### src/sv/lrusc_pkg.sv
// Shared types, codes and helpers for the LRU set-associative cache model.
package lrusc_pkg;

    localparam int SET_BITS_W   = 3;
    localparam int BLOCK_BITS_W = 5;
    localparam int WAYS_W       = 4;
    localparam int CFG_IDX_W    = 2;
    localparam int CFG_DATA_W   = 5;
    localparam int OP_W         = 2;
    localparam int ADDR_W       = 32;
    localparam int COUNT_W      = 32;

    localparam logic [COUNT_W-1:0] COUNT_MAX = 32'hffff_ffff;

    localparam logic [CFG_IDX_W-1:0] CFG_SET_BITS   = 2'd0;
    localparam logic [CFG_IDX_W-1:0] CFG_BLOCK_BITS = 2'd1;
    localparam logic [CFG_IDX_W-1:0] CFG_WAYS       = 2'd2;

    localparam logic [OP_W-1:0] OP_LOAD   = 2'd0;
    localparam logic [OP_W-1:0] OP_STORE  = 2'd1;
    localparam logic [OP_W-1:0] OP_MODIFY = 2'd2;

    typedef enum logic [1:0] {
        OUT_HIT   = 2'd0,
        OUT_FILL  = 2'd1,
        OUT_EVICT = 2'd2
    } t_outcome;

    typedef enum logic [1:0] {
        S_CLEAR,
        S_IDLE,
        S_LOOK
    } t_state;

    function automatic logic [COUNT_W-1:0] sat_add(input logic [COUNT_W-1:0] v,
                                                   input logic [1:0] inc);
        logic [COUNT_W:0] sum;
        sum = {1'b0, v} + (COUNT_W + 1)'(inc);
        return sum[COUNT_W] ? COUNT_MAX : sum[COUNT_W-1:0];
    endfunction

endpackage

### src/sv/lrusc_way_sel.sv
// Way selection for one set: hit search, first free way, LRU victim, rank update.
module lrusc_way_sel #(
    parameter int MAX_WAYS      = 8,
    parameter int ADDRESS_WIDTH = 32,
    parameter int RANK_W        = (MAX_WAYS > 1) ? $clog2(MAX_WAYS) : 1,
    parameter int WAY_CNT_W     = $clog2(MAX_WAYS + 1)
) (
    input  logic [WAY_CNT_W-1:0]                      i_ways,
    input  logic [ADDRESS_WIDTH-1:0]                  i_tag,
    input  logic [MAX_WAYS-1:0]                       i_valid,
    input  logic [MAX_WAYS-1:0][RANK_W-1:0]           i_rank,
    input  logic [MAX_WAYS-1:0][ADDRESS_WIDTH-1:0]    i_tags,
    output lrusc_pkg::t_outcome                       o_outcome,
    output logic [RANK_W-1:0]                         o_way,
    output logic [MAX_WAYS-1:0]                       o_valid,
    output logic [MAX_WAYS-1:0][RANK_W-1:0]           o_rank
);
    import lrusc_pkg::*;

    localparam logic [RANK_W-1:0] RANK_MAX = RANK_W'(MAX_WAYS - 1);
    localparam logic [RANK_W:0]   AGE_ALL  = (RANK_W + 1)'(MAX_WAYS);

    logic [MAX_WAYS-1:0] w_in_use;
    logic [MAX_WAYS-1:0] w_hit_vec;
    logic [MAX_WAYS-1:0] w_free_vec;
    logic [RANK_W-1:0]   w_hit_way;
    logic [RANK_W-1:0]   w_free_way;
    logic [RANK_W-1:0]   w_vic_way;
    logic [RANK_W-1:0]   w_best;
    logic [RANK_W:0]     w_limit;

    always_comb begin
        for (int i = 0; i < MAX_WAYS; i++) begin
            w_in_use[i]   = (WAY_CNT_W'(i) < i_ways);
            w_hit_vec[i]  = w_in_use[i] && i_valid[i] && (i_tags[i] == i_tag);
            w_free_vec[i] = w_in_use[i] && !i_valid[i];
        end
        // lowest matching / free way wins
        w_hit_way  = '0;
        w_free_way = '0;
        for (int i = MAX_WAYS - 1; i >= 0; i--) begin
            if (w_hit_vec[i]) begin
                w_hit_way = RANK_W'(i);
            end
            if (w_free_vec[i]) begin
                w_free_way = RANK_W'(i);
            end
        end
        // largest rank, lowest way on a tie
        w_best    = i_rank[0];
        w_vic_way = '0;
        for (int i = 1; i < MAX_WAYS; i++) begin
            if (w_in_use[i] && (i_rank[i] > w_best)) begin
                w_best    = i_rank[i];
                w_vic_way = RANK_W'(i);
            end
        end
    end

    always_comb begin
        priority if (|w_hit_vec) begin
            o_outcome = OUT_HIT;
            o_way     = w_hit_way;
            w_limit   = {1'b0, i_rank[w_hit_way]};
        end else if (|w_free_vec) begin
            o_outcome = OUT_FILL;
            o_way     = w_free_way;
            w_limit   = AGE_ALL;
        end else begin
            o_outcome = OUT_EVICT;
            o_way     = w_vic_way;
            w_limit   = {1'b0, w_best};
        end
    end

    always_comb begin
        for (int i = 0; i < MAX_WAYS; i++) begin
            o_rank[i]  = i_rank[i];
            o_valid[i] = i_valid[i];
            if (RANK_W'(i) == o_way) begin
                o_rank[i]  = '0;
                o_valid[i] = 1'b1;
            end else if (w_in_use[i] && i_valid[i] && ({1'b0, i_rank[i]} < w_limit)) begin
                o_rank[i] = (i_rank[i] >= RANK_MAX) ? RANK_MAX : i_rank[i] + 1'b1;
            end
        end
    end

endmodule

### config.mk
export PLATFORM = sky130hd
export DESIGN_NAME = lrusc_way_sel
export DESIGN_NICKNAME = d
export VERILOG_FILES = /design/src/sv/lrusc_pkg.sv /design/src/sv/lrusc_way_sel.sv
export SDC_FILE = /design/constraint.sdc
export NUM_CORES = 1
export LEC_CHECK = 0
export BUFFER_PORTS_ARGS = -buffer_cell sky130_fd_sc_hd__buf_2
export CORE_MARGIN = 2
export CORE_UTILIZATION = 29
export DETAILED_ROUTE_END_ITERATION = 6
export PLACE_DENSITY = 0.52
export SLEW_MARGIN = 0
export SYNTH_ARGS = -nofsm -noshare
export SYNTH_HDL_FRONTEND = slang
export SYNTH_SLANG_ARGS = --single-unit
export TNS_END_PERCENT = 100
### constraint.sdc
create_clock -name vclk -period 19.8
set_clock_uncertainty 0.2 [all_clocks]
set_input_delay 3.96 -clock vclk [all_inputs]
set_output_delay 3.96 -clock vclk [all_outputs]
set_load 0.005 [all_outputs]
# Word level (Yosys, flattened, before mapping)
# Index checks and enable logic that the tools add are counted.
# totals
elab_cells	175
mem_bits_rw	0
memories	0
latchBits	0
output_inout_bits	37
input_bits	324
rom_bits	0
regBits	0
# op_classes
magnitude_cmp	32
n_bitwise	0
shift	0
addsub	8
muxes	70
n_reduce_logical	50
n_eq_ne	15
n_div	0
n_mul	0
# op_table
op	n
== test 32 bit	8
two-way mux 3 bit	56
logical AND 1 bit	39
less-than comparator 3 x 4 -> 1 bit	8
adder 3 x 1 -> 3 bit, second input constant	8
>= comparator 3 bit, second input constant	8
> comparator 3 bit	7
less-than comparator 3 x 4 -> 1 bit, first input constant	4
OR reduction 8 bit	2
== test 3 bit, first input constant	4
binary-select mux 3 bit (select 3 bit)	1
two-way mux 1 bit	9
logical NOT 1 bit	8
less-than comparator 1 x 4 -> 1 bit, first input constant	2
less-than comparator 2 x 4 -> 1 bit, first input constant	2
two-way mux 4 bit	2
== test 2 x 3 -> 1 bit, first input constant	2
less-than comparator 3 x 4 -> 1 bit, second input constant	1
two-way mux 2 bit	2
== test 1 x 3 -> 1 bit, first input constant	1
logical NOT 3 bit	1

# Logic depth before layout (Yosys ltp)
# logic_depth
depth_word	27
depth_mapped	51
mapped_depth_nobuf	50

# Least setup slack after synthesis
# No wires, ideal clock.
# synth_path
path_kind	input port to output port
start	input i_rank[1] in the netlist's numbering
end	output o_rank[9] in the netlist's numbering
t_arrival_ns	13.995
path_slack_ns	1.645
path_buffers	1
t_required_ns	15.640
stages	48
path_cell_list	clkbuf_1 inv_1 ha_1 nand2_1 o21a_1 nor2_1 mux2_2 ha_1 or3b_2 nand2_1 a21oi_1 o31ai_1 a22oi_1 mux2_2 ha_1 nor2_1 nand3_1 o211a_2 [... 12 more ...] ha_1 a31oi_1 o21ai_1 inv_1 o21ba_2 ha_1 nand3_1 nand2_1 a21oi_1 o21a_1 nor3_1 a21o_1 o21ai_0 ha_1 or2_2 a211oi_1 a2111oi_2 a31o_1
# synth_lines
item	line	source
start: declaration	lrusc_way_sel.sv:11	input logic [MAX_WAYS-1:0][RANK_W-1:0] i_rank,
end: declaration	lrusc_way_sel.sv:16	output logic [MAX_WAYS-1:0][RANK_W-1:0] o_rank

==> run_results.csv <==
group,metric,value,unit
worst_setup_path,worst-endpoint-arrival,14750,ps
synthesis,synth_common_cells,"142 x xnor2_1, 114 x xor2_1, 57 x nand2_1, 57 x nand4_1, 49 x nor4_1",
synthesis,synth.most_common_cell,"xnor2_1",
min_path,hold_depth,3,
grt,grt_max_degree,22,
synthesis,synth_fa_ha_area_frac,0.0718,
worst_setup_path,endpoint,"o_rank[18]",
worst_setup_path,cp.required,15640,ps
worst_setup_path,crit_path_top_delay_cell,"or3b_2",
synthesis,synth.cell_area,6440,µm²
finish,seqCellArea,0,µm²
timing,post-route-period-util,0.955,
floorplan,row_count,54,
worst_setup_path,crit_path_max_incr_delay,490,ps
place,gp_congestion,0.930,
power,p_per_area,26.1,nW/µm²
power,p_leak,3.67,nW
synthesis,netlist_instances,897,
finish,fin_nets,1580,
timing,fmax,52.9,MHz
floorplan,die_area,23400,µm²
route,avgViaCountPerCell,5.48,
floorplan,die_width,153,µm
power,vdd_drop_max,16.4,µV
timing,tns,0,ps
timing,setup-violations-final,0,
timing,fin_crit,18910,ps
route,wire_per_inst,22.0,µm
synthesis,synth_compound_area_frac,0.206,
worst_setup_path,crit_path_max_fanout,13,
synthesis,yosys.area.top_type,"xnor2_1",
grt,first_global_vias,8270,
route,detail-route-antenna-nets,0,
timing,hold_violations,0,
worst_setup_path,critPathLaunchType,"input pin",
floorplan,num_io_pins,361,
floorplan,dieHeight,153,µm
timing,slew_headroom,0.417,
timing,slew_viol_final,0,
place,port_buffers,361,
grt,grt-ovfl-total,0,
place,dp_slack,812,ps
synthesis,syn_avg_cell_area,7.18,µm²
finish,drive_above_1_share,0.342,
timing,rsz0062_at_grt,"false",
clocking,cts-resized-gates,0,
clocking,ctsHoldBuffers,0,
floorplan,core_area,21800,µm²
timing,worst_slack,889,ps
worst_setup_path,cp-end-kind,"output port",
grt,grt_usage,0.268,
worst_setup_path,cpMostUsedCell,"ha_1",
grt,grt_antenna_before_repair,7,
synthesis,synth_cell_types,87,
worst_setup_path,startpoint,"i_rank[2]",
route,drc,0,
route,routed_wl,33100,µm
route,drt_iter0_markers,535,
finish,clkbuf_count,0,
synthesis,synthSimpleGateAreaFrac,0.304,
synthesis,netlist_top_cells_area,"xnor2_1 19%, xor2_1 15%, ha_1 7.2%",
finish,seq_cells,0,
synthesis,synth_xor_area_frac,0.348,
run,maxCapViolCount,0,
synthesis,muxShareOfSynthArea,0.0212,
outcome,status,"complete, no violations",
synthesis,synth-seq-area-share,0,
finish,utilization,0.387,
route,vias,8246,
clocking,cts_setup_buffers,0,
floorplan,start_util,0.295,
finish,area_growth,30.9,%
route,drtPass1Iterations,5,
synthesis,synth_top_family_by_area,"XOR/XNOR gates",
place,hpwl,28000,µm
timing,tightest_slew,867,ps
grt,grt_pass1_wl,48600,µm
synthesis,syn_nets,1258,
worst_setup_path,crit_type,"input pin to output port",
synthesis,synth_top_area_frac,0.193,
min_path,holdCritPathClass,"input pin to output port",
synthesis,yosysWarnings,0,
[per-layer routing]
layer  track usage  up-vias  wire length (µm)
met1         0.317     3844             13000
met3        0.0309       60              2110
met4        0.0802        2              1060
li1              -     3988                 -
met5             0        -                13
met2         0.503      352             16900
[logic make-up after synthesis]
logic type | count (synthesis)
AO/OA/AOI/OAI | 177
XOR/XNOR | 256
adder cells (fa/ha/maj) | 37
buffers and inverters | 70
multiplexers | 12
AND/OR/NAND/NOR | 345
[power by group]
group | internal, W | switching, W | leakage [nW]
clock | 0.0000000000465 | 0 | 0.0000446
sequential | 0 | 0 | 0
combinational | 0.0000971 | 0.000123 | 3.67
[area by class of cell]
type	instances	area (µm²)
Fill cell	2409	13400
Inverter	23	86.3
Antenna cell	7	17.5
Multi-Input combinational cell	827	6130
Timing Repair Buffer	367	1850
Tap cell	280	350
[layout by cell type, fill, tap and decap left out, drive strengths merged, types with 5 or more instances in the layout]
| master | n |
|---|---|
| mux2 | 7 |
| diode | 7 |
| nor3 | 34 |
| nand2b | 13 |
| buf | 367 |
| o211a | 10 |
| a21boi | 5 |
| nand2 | 57 |
| o21ai | 40 |
| nand3 | 25 |
| ha | 37 |
| nor4b | 5 |
| mux2i | 5 |
| nor2 | 42 |
| a211o | 5 |
| nor2b | 8 |
| or2 | 9 |
| a311oi | 6 |
| a21o | 9 |
| a31oi | 11 |
| and3 | 7 |
| o211ai | 5 |
| a31o | 9 |
| xor2 | 114 |
| or3 | 9 |
| xnor2 | 142 |
| inv | 23 |
| nor4 | 49 |
| nand4b | 5 |
| o21a | 6 |
| nand4 | 57 |
| a21oi | 23 |
[worst max-delay path: cells and delay by family]
family	cells	cell delay (ps)
buf+inv	4	520
simple gates	14	2410
fa+ha+maj	7	1980
mux	5	1780
compound gates	19	4090
[per-stage QoR]
stage / power, W / cell area, µm² / hold slack [ps] / std cells
after floorplan: 0.000134 / 6440 / 7810 / 897
final: 0.000220 / 8440 / 8010 / 1504
after global routing: 0.000242 / 8430 / 8050 / 1502
after global placement: 0.000217 / 8420 / 8010 / 1497
after detailed placement: 0.000218 / 8420 / 8020 / 1497
after CTS: 0.000219 / 8420 / 8020 / 1497
[worst min-delay path by stage]
stage,start,endpoint,slack (ps)
global placement,i_valid[4],o_valid[4],8010
CTS,i_valid[4],o_valid[4],8020
finish,i_valid[4],o_valid[4],8010
global route,i_valid[5],o_valid[5],8050
detailed placement,i_valid[4],o_valid[4],8020
floorplan,i_valid[1],o_valid[1],7810
Power figures use the tool's default switching activity.
